--- config.mk ---
export PLATFORM = sky130hd
export DESIGN_NAME = cluster_merge_label_table
export DESIGN_NICKNAME = d
export VERILOG_FILES = /design/src/hw/rtl/cmlt_pkg.sv /design/src/hw/rtl/cmlt_datapath.sv /design/src/hw/rtl/cmlt_ctrl.sv /design/src/hw/rtl/cluster_merge_label_table.sv
export SDC_FILE = /design/constraint.sdc
export NUM_CORES = 1
export LEC_CHECK = 0
export BUFFER_PORTS_ARGS = -buffer_cell sky130_fd_sc_hd__clkbuf_2
export CAP_MARGIN = 20
export CORE_MARGIN = 5
export CORE_UTILIZATION = 30
export DETAILED_ROUTE_END_ITERATION = 8
export PLACE_DENSITY = 0.45
export SLEW_MARGIN = 10
export SYNTH_ARGS = -nofsm -noshare
export SYNTH_HDL_FRONTEND = slang
export SYNTH_HIERARCHICAL = 1
export SYNTH_SLANG_ARGS = --single-unit
--- constraint.sdc ---
create_clock -name clk -period 8.1 [get_ports clk]
set_input_delay 0.405 -clock clk [delete_from_list [all_inputs] [get_ports clk]]
set_output_delay 0.405 -clock clk [all_outputs]
set_load 0.02 [all_outputs]
--- src/hw/rtl/cmlt_pkg.sv ---
package cmlt_pkg;

	localparam int OP_W  = 3;
	localparam int IDX_W = 6;
	localparam int LBL_W = 6;
	localparam int CNT_W = 7;
	localparam int ST_W  = 2;

	typedef enum logic [OP_W-1:0] {
		OP_CLEAR = 3'd0,
		OP_MERGE = 3'd1,
		OP_QUERY = 3'd2,
		OP_LIST  = 3'd3,
		OP_DUMP  = 3'd4
	} op_t;

	typedef enum logic [ST_W-1:0] {
		ST_OK    = 2'd0,
		ST_SAME  = 2'd1,
		ST_RANGE = 2'd2
	} status_t;

	typedef enum logic [1:0] {
		SEL_A   = 2'd0,
		SEL_B   = 2'd1,
		SEL_IDX = 2'd2
	} rd_sel_t;

	typedef enum logic [2:0] {
		USE_NONE  = 3'd0,
		USE_LA    = 3'd1,
		USE_LB    = 3'd2,
		USE_MERGE = 3'd3,
		USE_LIST  = 3'd4,
		USE_DUMP  = 3'd5
	} rd_use_t;

	typedef enum logic [2:0] {
		EMIT_NONE  = 3'd0,
		EMIT_CLEAR = 3'd1,
		EMIT_SAME  = 3'd2,
		EMIT_RANGE = 3'd3,
		EMIT_MERGE = 3'd4,
		EMIT_QUERY = 3'd5,
		EMIT_LIST  = 3'd6
	} emit_t;

	typedef struct packed {
		logic    load;
		logic    clear;
		rd_sel_t rd_sel;
		rd_use_t rd_use;
		logic    idx_clr;
		logic    idx_inc;
		logic    pend_clr;
		logic    dec_groups;
		emit_t   emit;
	} cmd_t;

	typedef struct packed {
		logic [OP_W-1:0] op;
		logic            same_idx;
		logic            a_oor;
		logic            b_oor;
		logic            la_eq_lb;
		logic            walk_last;
	} sts_t;

endpackage

--- src/hw/rtl/cmlt_datapath.sv ---
module cmlt_datapath
	import cmlt_pkg::*;
#(
	parameter int MAX_CLUSTERS = 64
) (
	input  logic             clk,
	input  logic             arst_n,
	input  logic [OP_W-1:0]  op,
	input  logic [IDX_W-1:0] first_index,
	input  logic [IDX_W-1:0] second_index,
	input  logic             cluster_count_we,
	input  logic [CNT_W-1:0] cluster_count,
	input  cmd_t             cmd,
	output sts_t             sts,
	output logic             result_strobe,
	output logic [ST_W-1:0]  status,
	output logic             merged,
	output logic [IDX_W-1:0] member_index,
	output logic [LBL_W-1:0] group_label,
	output logic [CNT_W-1:0] group_count,
	output logic             last
);

	localparam int AW = (MAX_CLUSTERS > 1) ? $clog2(MAX_CLUSTERS) : 1;
	localparam logic [CNT_W-1:0] MAX_CNT = CNT_W'(MAX_CLUSTERS);

	logic [LBL_W-1:0]        labels_q [MAX_CLUSTERS];
	logic [MAX_CLUSTERS-1:0] written_q;

	logic [OP_W-1:0]  op_q;
	logic [IDX_W-1:0] a_q, b_q, idx_q, pend_q;
	logic             pend_vld_q;
	logic [LBL_W-1:0] la_q, lb_q;
	logic [CNT_W-1:0] cfg_q, in_use_q, groups_q;

	logic [IDX_W-1:0] rd_addr;
	logic [LBL_W-1:0] rd_data_s1;
	logic [IDX_W-1:0] rd_addr_s1;
	logic             rd_written_s1;
	rd_use_t          rd_use_s1;
	logic [LBL_W-1:0] rd_label;

	logic [CNT_W-1:0] n_sat, groups_d;
	logic [LBL_W-1:0] lo, hi, wr_data;
	logic             wr_en, list_hit, dump_hit;

	logic             e_v, e_merged, e_last;
	status_t          e_status;
	logic [IDX_W-1:0] e_member;
	logic [LBL_W-1:0] e_label;

	always_comb begin
		rd_addr = a_q;
		unique case (cmd.rd_sel)
			SEL_A:   rd_addr = a_q;
			SEL_B:   rd_addr = b_q;
			SEL_IDX: rd_addr = idx_q;
			default: rd_addr = a_q;
		endcase
	end

	assign rd_label = rd_written_s1 ? rd_data_s1 : rd_addr_s1;
	assign lo       = (la_q < lb_q) ? la_q : lb_q;
	assign hi       = (la_q < lb_q) ? lb_q : la_q;
	assign wr_en    = (rd_use_s1 == USE_MERGE);
	assign list_hit = (rd_use_s1 == USE_LIST) && (rd_label == la_q);
	assign dump_hit = (rd_use_s1 == USE_DUMP);

	always_comb begin
		if (rd_label == lo || rd_label == hi) begin
			wr_data = lo;
		end else if (rd_label > hi) begin
			wr_data = rd_label - LBL_W'(1);
		end else begin
			wr_data = rd_label;
		end
	end

	always_comb begin
		if (cfg_q == '0) begin
			n_sat = CNT_W'(1);
		end else if (cfg_q > MAX_CNT) begin
			n_sat = MAX_CNT;
		end else begin
			n_sat = cfg_q;
		end
	end

	always_comb begin
		groups_d = groups_q;
		if (cmd.clear) begin
			groups_d = n_sat;
		end else if (cmd.dec_groups && groups_q != '0) begin
			groups_d = groups_q - CNT_W'(1);
		end
	end

	assign sts.op        = op_q;
	assign sts.same_idx  = (a_q == b_q);
	assign sts.a_oor     = ({1'b0, a_q} >= in_use_q);
	assign sts.b_oor     = ({1'b0, b_q} >= in_use_q);
	assign sts.la_eq_lb  = (la_q == lb_q);
	assign sts.walk_last = ({1'b0, idx_q} == (in_use_q - CNT_W'(1)));

	always_comb begin
		e_v      = 1'b0;
		e_status = ST_OK;
		e_merged = 1'b0;
		e_member = '0;
		e_label  = '0;
		e_last   = 1'b1;
		unique case (cmd.emit)
			EMIT_CLEAR: begin
				e_v = 1'b1;
			end
			EMIT_SAME: begin
				e_v      = 1'b1;
				e_status = ST_SAME;
			end
			EMIT_RANGE: begin
				e_v      = 1'b1;
				e_status = ST_RANGE;
			end
			EMIT_MERGE: begin
				e_v      = 1'b1;
				e_merged = 1'b1;
				e_label  = lo;
			end
			EMIT_QUERY: begin
				e_v      = 1'b1;
				e_merged = (la_q == lb_q);
				e_label  = la_q;
			end
			EMIT_LIST: begin
				e_v      = 1'b1;
				e_member = pend_q;
				e_label  = la_q;
			end
			default: begin
				if (dump_hit) begin
					e_v      = 1'b1;
					e_member = rd_addr_s1;
					e_label  = rd_label;
					e_last   = ({1'b0, rd_addr_s1} == (in_use_q - CNT_W'(1)));
				end else if (list_hit && pend_vld_q) begin
					e_v      = 1'b1;
					e_member = pend_q;
					e_label  = la_q;
					e_last   = 1'b0;
				end
			end
		endcase
	end

	always_ff @(posedge clk) begin
		if (cmd.rd_use != USE_NONE) begin
			rd_data_s1 <= labels_q[rd_addr[AW-1:0]];
		end
		if (wr_en) begin
			labels_q[rd_addr_s1[AW-1:0]] <= wr_data;
		end
	end

	always_ff @(posedge clk) begin
		rd_addr_s1 <= rd_addr;
		if (cmd.load) begin
			op_q <= op;
			a_q  <= first_index;
			b_q  <= second_index;
		end
		if (cmd.idx_clr) begin
			idx_q <= '0;
		end else if (cmd.idx_inc) begin
			idx_q <= idx_q + IDX_W'(1);
		end
		if (rd_use_s1 == USE_LA) begin
			la_q <= rd_label;
		end
		if (rd_use_s1 == USE_LB) begin
			lb_q <= rd_label;
		end
		if (list_hit) begin
			pend_q <= rd_addr_s1;
		end
		if (e_v) begin
			status       <= e_status;
			merged       <= e_merged;
			member_index <= e_member;
			group_label  <= e_label;
			group_count  <= groups_d;
			last         <= e_last;
		end
	end

	always_ff @(posedge clk or negedge arst_n) begin
		if (!arst_n) begin
			written_q     <= '0;
			rd_written_s1 <= 1'b0;
			rd_use_s1     <= USE_NONE;
			pend_vld_q    <= 1'b0;
			cfg_q         <= MAX_CNT;
			in_use_q      <= MAX_CNT;
			groups_q      <= MAX_CNT;
			result_strobe <= 1'b0;
		end else begin
			rd_written_s1 <= written_q[rd_addr[AW-1:0]];
			rd_use_s1     <= cmd.rd_use;
			result_strobe <= e_v;
			groups_q      <= groups_d;
			if (cluster_count_we) begin
				cfg_q <= cluster_count;
			end
			if (cmd.clear) begin
				written_q <= '0;
				in_use_q  <= n_sat;
			end else if (wr_en) begin
				written_q[rd_addr_s1[AW-1:0]] <= 1'b1;
			end
			if (cmd.pend_clr) begin
				pend_vld_q <= 1'b0;
			end else if (list_hit) begin
				pend_vld_q <= 1'b1;
			end
		end
	end

endmodule

--- src/hw/rtl/cmlt_ctrl.sv ---
module cmlt_ctrl
	import cmlt_pkg::*;
(
	input  logic clk,
	input  logic arst_n,
	input  logic start,
	input  sts_t sts,
	output logic busy,
	output cmd_t cmd
);

	typedef enum logic [8:0] {
		S_IDLE   = 9'b000000001,
		S_CHECK  = 9'b000000010,
		S_RDB    = 9'b000000100,
		S_WAITB  = 9'b000001000,
		S_DECIDE = 9'b000010000,
		S_WAITA  = 9'b000100000,
		S_WALK   = 9'b001000000,
		S_FLUSH  = 9'b010000000,
		S_FIN    = 9'b100000000
	} state_t;

	state_t state_q, state_d;

	assign busy = (state_q != S_IDLE);

	always_comb begin
		state_d        = state_q;
		cmd.load       = 1'b0;
		cmd.clear      = 1'b0;
		cmd.rd_sel     = SEL_A;
		cmd.rd_use     = USE_NONE;
		cmd.idx_clr    = 1'b0;
		cmd.idx_inc    = 1'b0;
		cmd.pend_clr   = 1'b0;
		cmd.dec_groups = 1'b0;
		cmd.emit       = EMIT_NONE;
		unique case (state_q)
			S_IDLE: begin
				if (start) begin
					cmd.load = 1'b1;
					state_d  = S_CHECK;
				end
			end
			S_CHECK: begin
				state_d = S_IDLE;
				case (sts.op)
					OP_CLEAR: begin
						cmd.clear = 1'b1;
						cmd.emit  = EMIT_CLEAR;
					end
					OP_MERGE: begin
						if (sts.same_idx) begin
							cmd.emit = EMIT_SAME;
						end else if (sts.a_oor || sts.b_oor) begin
							cmd.emit = EMIT_RANGE;
						end else begin
							cmd.rd_use = USE_LA;
							state_d    = S_RDB;
						end
					end
					OP_QUERY: begin
						if (sts.a_oor || sts.b_oor) begin
							cmd.emit = EMIT_RANGE;
						end else begin
							cmd.rd_use = USE_LA;
							state_d    = S_RDB;
						end
					end
					OP_LIST: begin
						if (sts.a_oor) begin
							cmd.emit = EMIT_RANGE;
						end else begin
							cmd.rd_use = USE_LA;
							state_d    = S_WAITA;
						end
					end
					OP_DUMP: begin
						cmd.idx_clr = 1'b1;
						state_d     = S_WALK;
					end
					default: begin
						cmd.emit = EMIT_RANGE;
					end
				endcase
			end
			S_RDB: begin
				cmd.rd_sel = SEL_B;
				cmd.rd_use = USE_LB;
				state_d    = S_WAITB;
			end
			S_WAITB: begin
				state_d = S_DECIDE;
			end
			S_DECIDE: begin
				if (sts.op == OP_QUERY) begin
					cmd.emit = EMIT_QUERY;
					state_d  = S_IDLE;
				end else if (sts.la_eq_lb) begin
					cmd.emit = EMIT_MERGE;
					state_d  = S_IDLE;
				end else begin
					cmd.idx_clr = 1'b1;
					state_d     = S_WALK;
				end
			end
			S_WAITA: begin
				cmd.idx_clr  = 1'b1;
				cmd.pend_clr = 1'b1;
				state_d      = S_WALK;
			end
			S_WALK: begin
				cmd.rd_sel  = SEL_IDX;
				cmd.idx_inc = 1'b1;
				if (sts.op == OP_MERGE) begin
					cmd.rd_use = USE_MERGE;
				end else if (sts.op == OP_LIST) begin
					cmd.rd_use = USE_LIST;
				end else begin
					cmd.rd_use = USE_DUMP;
				end
				if (sts.walk_last) begin
					state_d = S_FLUSH;
				end
			end
			S_FLUSH: begin
				state_d = S_FIN;
			end
			S_FIN: begin
				if (sts.op == OP_MERGE) begin
					cmd.dec_groups = 1'b1;
					cmd.emit       = EMIT_MERGE;
				end else if (sts.op == OP_LIST) begin
					cmd.emit = EMIT_LIST;
				end
				state_d = S_IDLE;
			end
			default: begin
				state_d = S_IDLE;
			end
		endcase
	end

	always_ff @(posedge clk or negedge arst_n) begin
		if (!arst_n) begin
			state_q <= S_IDLE;
		end else begin
			state_q <= state_d;
		end
	end

endmodule

--- src/hw/rtl/cluster_merge_label_table.sv ---
// Channel   Handshake                    Payload
// --------  ---------------------------  ----------------------------------------------
// command   start & !busy                op, first_index, second_index
// result    result_strobe (one cycle)    status, merged, member_index, group_label,
//                                        group_count, last
// config    cluster_count_we             cluster_count
//
// busy is held for each item; n = clusters in use. Dump, listing and merge walk
// all n entries; clear, errors, pair queries and a merge of two clusters already in one group do not. The label
// memory has one read port and is walked one entry per cycle.
// Reset is asynchronous; every label reads as its own index after reset or clear
// through per-entry written flags, so there is no clearing pass.
// Results leave one per cycle at most; the receiver cannot stall them.
module cluster_merge_label_table
	import cmlt_pkg::*;
#(
	parameter int MAX_CLUSTERS = 64
) (
	input  logic             clk,
	input  logic             arst_n,
	input  logic             start,
	output logic             busy,
	input  logic [OP_W-1:0]  op,
	input  logic [IDX_W-1:0] first_index,
	input  logic [IDX_W-1:0] second_index,
	input  logic             cluster_count_we,
	input  logic [CNT_W-1:0] cluster_count,
	output logic             result_strobe,
	output logic [ST_W-1:0]  status,
	output logic             merged,
	output logic [IDX_W-1:0] member_index,
	output logic [LBL_W-1:0] group_label,
	output logic [CNT_W-1:0] group_count,
	output logic             last
);

	cmd_t cmd;
	sts_t sts;

	cmlt_ctrl u_ctrl (
		.clk    (clk),
		.arst_n (arst_n),
		.start  (start),
		.sts    (sts),
		.busy   (busy),
		.cmd    (cmd)
	);

	cmlt_datapath #(
		.MAX_CLUSTERS (MAX_CLUSTERS)
	) u_datapath (
		.clk              (clk),
		.arst_n           (arst_n),
		.op               (op),
		.first_index      (first_index),
		.second_index     (second_index),
		.cluster_count_we (cluster_count_we),
		.cluster_count    (cluster_count),
		.cmd              (cmd),
		.sts              (sts),
		.result_strobe    (result_strobe),
		.status           (status),
		.merged           (merged),
		.member_index     (member_index),
		.group_label      (group_label),
		.group_count      (group_count),
		.last             (last)
	);

endmodule
==> qor.txt, run 1 <==
========================================================================================
Final layout net count                                                              2139
Placer congestion estimate                                                         0.809
Top delay family on crit path                                               buffers and inverters
Type of element capturing the critical path                                    flip-flop
Transition at the pin with the smallest max-transition slack                     1020 ps
Post-CTS Setup Bufs                                                                    0
DIE HEIGHT                                                                        296 um
DIE AREA                                                                      0.0877 mm2
Per-cell routed wire length                                                      23.1 um
Count of cell types in the netlist                                                    88
Portion of the clock cycle consumed by the worst path in the final layout          68.5%
Port Buf Inserts                                                                      50
Hold Vio Cnt, Final                                                                    0
Ratio of total power to cell area                                             315 mW/mm2
Num CTS Buffers                                                                       61
Largest fanout on the critical path                                                   49
Vias per inst                                                                       5.15
DRC violations left                                                                    0
GRT Overall Usage                                                                  16.6%
Row cnt                                                                              105
Biggest cell delay along the critical path                                        530 ps
Worst-case headroom to the max-slew limit                                          31.5%
Origin of the critical flop-to-flop path                                    u_ctrl/state_q[4]
Critical Path, Cell by Cell                                                 nor4_2 -> and2_1 -> nand2_1 -> nor2_1 -> inv_1 -> ha_1 -> a221o_1 -> buf_4 -> nand2_4 -> inv_4 -> buf_12 -> buf_4 -> nand2_1 -> a311oi_1 -> nor3_1 -> o21ai_0 -> a22o_1
HP Class                                                                    input pin to flip-flop
Effective utilization at floorplan                                                 30.1%
DRC marker count from the first detailed-route iteration                            1130
Clock tree from TritonCTS                                                            yes
Hold Path Cell Cnt                                                                     2
Flip-flop cell with the highest count after synthesis                           edfxtp_1
Number of I/O pins                                                                    51
Fraction of layout cells with a size suffix above 1                                12.7%
Critical path data required time                                                 8580 ps
Synth warn                                                                             6
Clock slew at reported path FFs                                                    60 ps
Count of pins over their slew limit                                                    0
RSZ-0062 raised after global routing                                                  no
Peak VDD IR                                                                     0.306 mV
Worst path buffer plus inverter count                                                  5
Antenna violations before repair                                                       0
Capture point of the worst reg-to-reg path                                  u_datapath/rd_data_s1[2]
Worst setup path startpoint                                                 u_ctrl/state_q[4]
Final TNS setup                                                                     0 ps
Estimated wirelength of the detail-placed design                                 46.4 mm
Run status                                                                  finished, final reports clean
Type of element launching the critical path                                    flip-flop
Detail Route Antenna Nets                                                              0
Final Non-Filler Cells                                                              3205
CTS Buffer Depth                                                                       3
Width of the die                                                                  296 um
Sequential fraction of the synthesis area                                          65.7%
Area share of the largest cell type after synthesis                                54.5%
Cell total after placement                                                          3067
Final count of negative-setup-slack endpoints                                          0
Leakage                                                                          10.3 nW
Count of max-cap constraint violations                                                 0
Global-route wire length before repair                                            110 mm
Clock sink count                                                                     558
Post-synthesis cell type with the largest combined area                         edfxtp_1
Count of inserted antenna diode cells                                                  0
Final wirelength                                                                 74.2 mm
Synth Cell Area                                                               0.0246 mm2
Number of cells on the worst reg-to-reg path                                          17
Synthesis-to-finish area growth                                                    15.2%
Setup clock skew after layout                                                    56.8 ps
Htree depth                                                                            2
Maximum number of pins on one net before global-route repair                          69
Mean post-synth cell area                                                       12.2 um2
Number of instances in the synthesized netlist                                      2020
Number of synthesized register bits                                                  558
Total congestion overflow                                                              0
Syn Nets                                                                            2077
Hold wc startpoint                                                          cluster_count[2]
Number of iterations in the first detailed-routing pass                                5
Fmax                                                                           0.180 GHz
Min cycle time layout                                                            5550 ps
Fraction of synthesis flops using an asynchronous set or reset pin                 17.9%
Worst R2R Setup Slack                                                            2550 ps
Number of flops mapped to enable cells by yosys                                      446
Library cell used as clock root buffer                                         clkbuf_16
Worst Hold Path EP                                                          u_datapath/cfg_q[2]
Start-to-end type of the worst setup path                                   flip-flop to flip-flop
Routed via count                                                                   16500
Number of global-route vias before repair                                          16500
Cell type of the slowest stage on the worst timing path                            inv_4
Leading post-synthesis cells by cell area                                   edfxtp_1 55%, dfrtp_1 9.8%, nand2_1 5.3%
Core Region                                                                   0.0816 mm2
Clock Latency Late Sink                                                           670 ps
Data arrival time at the worst-slack endpoint                                    6030 ps
========================================================================================
==> area by class of cell <==
class / count / area (um2)
Timing Repair Buffer: 107 / 748
Sequential cell: 558 / 16100
Fill cell: 7974 / 53300
Clock buffer: 77 / 1660
Tap cell: 1070 / 1340
Multi-Input combinational cell: 1307 / 7810
Clock inverter: 39 / 415
Inverter: 47 / 181
==> power by group <==
part / switching [W] / total, W / internal [W]
sequential: 0.000114 / 0.00381 / 0.00370
clock: 0.00120 / 0.00285 / 0.00165
combinational: 0.00164 / 0.00226 / 0.000622
total: 0.00295 / 0.00892 / 0.00597
==> placed cells by master, fill, tap and decap left out, types with 7 or more instances in the layout <==
cell           synthesis  routed
clkbuf_8               1       7
a22o_1                11      11
a311oi_1              28      28
o22ai_1               13      13
a211oi_1              71      71
o221ai_1               8       8
o21ba_2               14      14
mux2i_1               14       8
buf_4                  7      35
and3_1                82      82
dfxtp_1               12      12
mux2_2                26      26
nand3_1               83      83
nand4_1               19      19
dlygate4sd3_1          0      22
xnor2_1               36      36
edfxtp_1             446     446
a21o_1                12      12
a21oi_1               26      26
nand2_1              348     348
clkbuf_1              46       9
nor2b_1                9       9
nor2_1               219     219
nor4_1                 9       8
clkbuf_16              0      61
nor3_1                28      28
clkbuf_2               0      49
nand2b_1               9       9
inv_1                 43      43
a221o_1                9       9
xor2_1                16      16
ha_1                  31      31
clkinv_2               0      11
clkinv_1               1      14
o21ai_0               38      38
dfrtp_1               96      96
a31oi_1               38      38
==> logic make-up (layout without fill, tap and decap cells) <==
group                    count (synthesis)  after routing  synth area share [%]
XOR/XNOR                                52             52                  1.85
multiplexers                            51             51                  2.51
buffers and inverters                  155            270                  2.83
adder cells (fa/ha/maj)                 31             31                  1.58
AND/OR/NAND/NOR                        851            851                  15.7
AO/OA/AOI/OAI                          322            322                  9.80
flip-flops                             558            558                  65.7
==> Yosys cell counts, types with 36 or more instances <==
cell type  count
inv_1         43
and3_1        82
edfxtp_1     446
nor2_1       219
xnor2_1       36
clkbuf_1      46
nand2_1      348
nand3_1       83
a31oi_1       38
o21ai_0       38
dfrtp_1       96
a211oi_1      71
buf_2         42
==> sequential cells by signal, indices dropped and copies added (netlist names), 2 cells and up <==
| register | cells |
|---|---|
| u_datapath/la_q | 6 |
| u_datapath/in_use_q | 7 |
| u_datapath/rd_addr_s1 | 6 |
| u_datapath/member_index | 6 |
| u_datapath/written_q | 64 |
| u_datapath/group_count | 7 |
| u_datapath/cfg_q | 7 |
| u_datapath/b_q | 6 |
| u_datapath/status | 2 |
| u_datapath/rd_use_s1 | 3 |
| u_datapath/pend_q | 6 |
| u_datapath/idx_q | 6 |
| u_datapath/groups_q | 7 |
| u_datapath/a_q | 6 |
| u_datapath/rd_data_s1 | 6 |
| u_ctrl/state_q | 9 |
| u_datapath/lb_q | 6 |
| u_datapath/group_label | 6 |
| u_datapath/op_q | 3 |
| u_datapath/labels_q | 384 |
==> how the worst max path moves through the flow <==
stage	to	slack, ps	depth (start not counted)
2_1_floorplan	u_datapath/labels_q[0][3]	2410	14
3_3_place_gp	u_datapath/rd_data_s1[2]	2790	17
3_5_place_dp	u_datapath/rd_data_s1[2]	2630	17
4_1_cts	u_datapath/rd_data_s1[2]	2580	17
5_1_grt	u_datapath/rd_data_s1[2]	2130	17
6_report	u_datapath/rd_data_s1[2]	2550	17
==> stage by stage <==
stage          hold slack (ps)  area, um2  total power, W  utilization (%)  worst slack (ps)
2_1_floorplan              109      24600         0.00522                -              2410
3_5_place_dp               480      26000         0.00615             31.9              2630
5_1_grt                   7.77      28300         0.00932             34.7              2130
6_report                  41.2      28300         0.00892             34.7              2550
4_1_cts                   1.01      28300         0.00904             34.7              2580
3_3_place_gp               470      26000         0.00612             31.9              2790
==> per-layer routing <==
| layer | global-route usage, % | vias up | share of wire (%) |
|---|---|---|---|
| met5 | 0 | - | 0 |
| met4 | 4.89 | 0 | 2.8 |
| met3 | 2.97 | 105 | 5.9 |
| met2 | 27.6 | 483 | 48 |
| met1 | 22.4 | 8331 | 43 |
| li1 | - | 7590 | - |
==> what timing repair did <==
item,CTS,global route
hold buffers,22,0
hold endpoints to repair,73,0
resized for setup,0,0
Note: power is estimated with default switching activity, not from simulation.
==> run 2, diff against run 1 <==
ABC_AREA = 1   (was not set)
clock period = 5.65 ns   (was 8.1 ns; I/O delays follow)
==> qor.txt, run 2 <==
========================================================================================
Number of synthesized register bits                                                  558   unchanged
Effective utilization at floorplan                                                 30.3%   +0.20 points
Final layout net count                                                              2803   +31%
Leading post-synthesis cells by cell area                                   edfxtp_1 51%, dfrtp_1 9.1%, nand3_1 8.8%
Number of I/O pins                                                                    51   unchanged
Cell seen most often among critical-path stages                                  nand2_1
Mux cell area share after synthesis                                               0.166%   -2.3 points
DIE HEIGHT                                                                        307 um   +3.5%
Number of flops mapped to enable cells by yosys                                      446   unchanged
Largest fanout on the critical path                                                   46   -6.1%
Clock slew at reported path FFs                                                    50 ps   about the same
Clock Latency Late Sink                                                           610 ps   -60 ps
Commonest cells in the synthesized netlist                                  509 x nand2_1, 466 x nand3_1, 446 x edfxtp_1
Dominant combinational cell family by area after synthesis                  simple AND/OR/NAND/NOR gates
Post-Layout Inst Area                                                         0.0304 mm2   +7.3%
Share of the synthesized netlist area taken by xor and xnor gates                 0.731%   -1.1 points
Most frequent standard cell in the layout excluding fill and tap cells           nand2_1
Worst-case headroom to the max-slew limit                                          29.2%   -2.4 points
Biggest cell delay along the critical path                                        460 ps   -70 ps
Area share of the largest cell type after synthesis                                50.8%   -3.7 points
Switching power                                                                0.00476 W   +61%
Leakage                                                                          12.4 nW   +21%
Count of pins over their slew limit                                                    0   unchanged
Run status                                                                  finished, final reports clean
Register cell area after layout                                               0.0161 mm2   unchanged
Capture point of the worst reg-to-reg path                                  u_datapath/labels_q[6][2]
Origin of the critical flop-to-flop path                                    u_datapath/la_q[5]
Area fraction in and, or, nand and nor cells after synthesis                       26.1%   +10 points
Antenna violations before repair                                                       1   +1
Flip-flop cell with the highest count after synthesis                           edfxtp_1
Number of cells on the worst reg-to-reg path                                          16   -1
Routed via count                                                                   19300   +17%
Critical path data required time                                                 6050 ps   -2530 ps
Cell count along the critical path                                                    16   -1
Transition at the pin with the smallest max-transition slack                     1060 ps   +37.7 ps
Number of global-route vias before repair                                          19200   +16%
Number of instances in the synthesized netlist                                      2697   +34%
Most numerous cell in the Yosys netlist                                          nand2_1
Crit path capture                                                           u_datapath/labels_q[6][2]
RSZ-0062 raised after global routing                                                  no
Placer congestion estimate                                                         0.878   +8.5%
Port Buf Inserts                                                                      50   unchanged
Maximum number of pins on one net before global-route repair                         171   +150%
Area of the multi-input gates                                                0.00834 mm2   +6.8%
Clock sink count                                                                     558   unchanged
Worst R2R Setup Slack                                                            1270 ps   -1290 ps
Part of the total power dissipated in the clock network                            31.2%   -0.7 points
Start-to-end type of the worst setup path                                   flip-flop to flip-flop
Switching fraction of total power                                                  34.6%   +1.5 points
Detail Route Antenna Nets                                                              0   unchanged
DIE AREA                                                                      0.0939 mm2   +7.1%
Syn Nets                                                                            2754   +33%
Core Region                                                                   0.0870 mm2   +6.7%
Post-CTS Setup Bufs                                                                    0   unchanged
Width of the die                                                                  307 um   +3.5%
Critical Path, Cell by Cell                                                 ha_1 -> a21oi_2 -> nand3_2 -> nand2_1 -> o21ai_0 -> ha_1 -> nand2_1 -> nor2_1 -> nand3_1 -> nand2_1 -> inv_1 -> nand2_1 -> xor2_1 -> nand3_1 -> nand2_2 -> buf_12
Final TNS setup                                                                     0 ps   unchanged
Library cell used as clock root buffer                                         clkbuf_16
Final worst hold slack                                                           30.9 ps   -10.3 ps
Synth Cell Area                                                               0.0264 mm2   +7.4%
HP Class                                                                    input pin to flip-flop
Total cell area at the placement stage                                        0.0279 mm2   +7.4%
Row cnt                                                                              108   +2.9%
Worst setup path startpoint                                                 u_datapath/la_q[5]
DRC marker count from the first detailed-route iteration                            1438   +27%
GRT Overall Usage                                                                  16.9%   +0.32 points
Peak VDD IR                                                                     0.436 mV   +43%
Post-synthesis cell type with the largest combined area                         edfxtp_1
Portion of the clock cycle consumed by the worst path in the final layout          77.6%   +9.1 points
Fmax                                                                           0.228 GHz   +26%
Number of inserted filler cells in the final layout                                 8835   +11%
Number of flip-flops under the largest register name                                 384   unchanged
Sequential fraction of the synthesis area                                          61.2%   -4.5 points
Estimated wirelength of the detail-placed design                                 49.0 mm   +5.4%
Final count of negative-setup-slack endpoints                                          0   unchanged
Htree depth                                                                            3   +1
Cell internal power dissipation                                                0.00899 W   +51%
Hold Vio Cnt, Final                                                                    0   unchanged
Reg power frac                                                                     41.0%   -1.7 points
Per-cell routed wire length                                                      20.4 um   -12%
Gate power share                                                                   27.8%   +2.4 points
Data arrival time at the worst-slack endpoint                                    4780 ps   -1250 ps
Cell type of the slowest stage on the worst timing path                         edfxtp_1
Count of max-cap constraint violations                                                 0   unchanged
Min cycle time layout                                                            4380 ps   -1160 ps
Adder and majority cell fraction of the synthesized area                           1.47%   -0.11 points
Worst path buffer plus inverter count                                                  2   -3
CTS Buffer Depth                                                                       3   unchanged
Tot Pwr                                                                         0.0138 W   +54%
Most used cells in the layout excluding fill and tap cells                  501 x nand2_1, 466 x nand3_1, 446 x edfxtp_1
Total congestion overflow                                                              0   unchanged
Compound-gate portion of the synthesized area                                      2.88%   -6.9 points
Fraction of synthesis flops using an asynchronous set or reset pin                 17.9%   unchanged
Global-route wire length before repair                                            123 mm   +12%
Ratio of total power to cell area                                             453 mW/mm2   +44%
Synthesis-to-finish area growth                                                    15.1%   about the same
Post-CTS Hold Buffers                                                                 24   +9.1%
Clock tree from TritonCTS                                                            yes
Synth warn                                                                             6   unchanged
Fraction of layout cells with a size suffix above 1                                8.39%   -4.4 points
Vias per inst                                                                       4.89   -5.1%
Mean post-synth cell area                                                       9.78 um2   -20%
Final wirelength                                                                 80.6 mm   +8.7%
Num CTS Buffers                                                                       68   +11%
Post-cts repair resize count                                                           0   unchanged
Top delay family on crit path                                               simple AND/OR/NAND/NOR gates
Setup clock skew after layout                                                    26.8 ps   -30.1 ps
Count of cell types in the netlist                                                    49   -44%
Count of inserted antenna diode cells                                                  0   unchanged
Type of element capturing the critical path                                    flip-flop
DRC violations left                                                                    0   unchanged
Number of iterations in the first detailed-routing pass                                5   unchanged
Type of element launching the critical path                                    flip-flop
========================================================================================
[run 2: cell types whose count changed after synthesis, moves of 23 or more]
cell,change
nand3_1,+383
inv_1,+313
nand2_1,+161
nand3b_1,+158
and3_1,-81
a211oi_1,-70
a31oi_1,-38
xnor2_1,-36
nor2_1,+30
a311oi_1,-28
o21ai_0,+28
mux2_2,-23
[run 2: layer usage]
layer	up-vias	GRT usage (%)	routed length (um)
met2	467	28.4	38700
met1	9620	23.3	36500
met5	-	0	0
li1	9142	-	-
met3	101	2.41	3790
met4	0	4.22	1690
[run 2: worst min-delay path by stage]
stage / slack, ps / depth (start not counted) / end / from
floorplan: -10 / 0 / u_ctrl/state_q[1] / arst_n
global placement: 300 / 1 / u_datapath/in_use_q[0] / arst_n
detailed placement: 290 / 1 / u_datapath/in_use_q[0] / arst_n
CTS: 0.6 / 2 / u_datapath/cfg_q[1] / cluster_count_we
global route: 60 / 2 / u_datapath/cfg_q[0] / cluster_count_we
finish: 30 / 2 / u_datapath/cfg_q[5] / cluster_count_we
[run 2: logic make-up after synthesis]
kind of cell | Yosys count
DFF | 558
buffers and inverters | 496
AOI/OAI and AO/OA | 127
xor gates and xnor gates | 22
and+or+nand+nor | 1459
muxes | 4
adders and majority gates | 31
[run 2: power groups by stage]
stage | logic, W | registers [W] | clock network (W)
final | 0.00383 | 0.00564 | 0.00429
after floorplan | 0.00210 | 0.00575 | 0
after global placement | 0.00384 | 0.00572 | 0
after detailed placement | 0.00386 | 0.00572 | 0
after global routing | 0.00420 | 0.00565 | 0.00458
after CTS | 0.00388 | 0.00564 | 0.00441
[run 2: metrics by stage]
stage | util [%] | setup WS (ps) | cells
finish | 34.9 | 1270 | 3956
global route | 34.9 | 826 | 3956
CTS | 34.9 | 1280 | 3956
detailed placement | 32.1 | 1280 | 3807
global placement | 32.1 | 1310 | 3807
floorplan | - | 1550 | 2697
[run 2: layout make-up]
cell class	instances	share of cell area, %
flip-flops and latches	558	53.2
well taps	1155	4.76
multi-input cells	1643	27.5
clock inverters	20	0.606
inverters	369	4.57
clock buffers	105	6.64
repair buffers	106	2.79
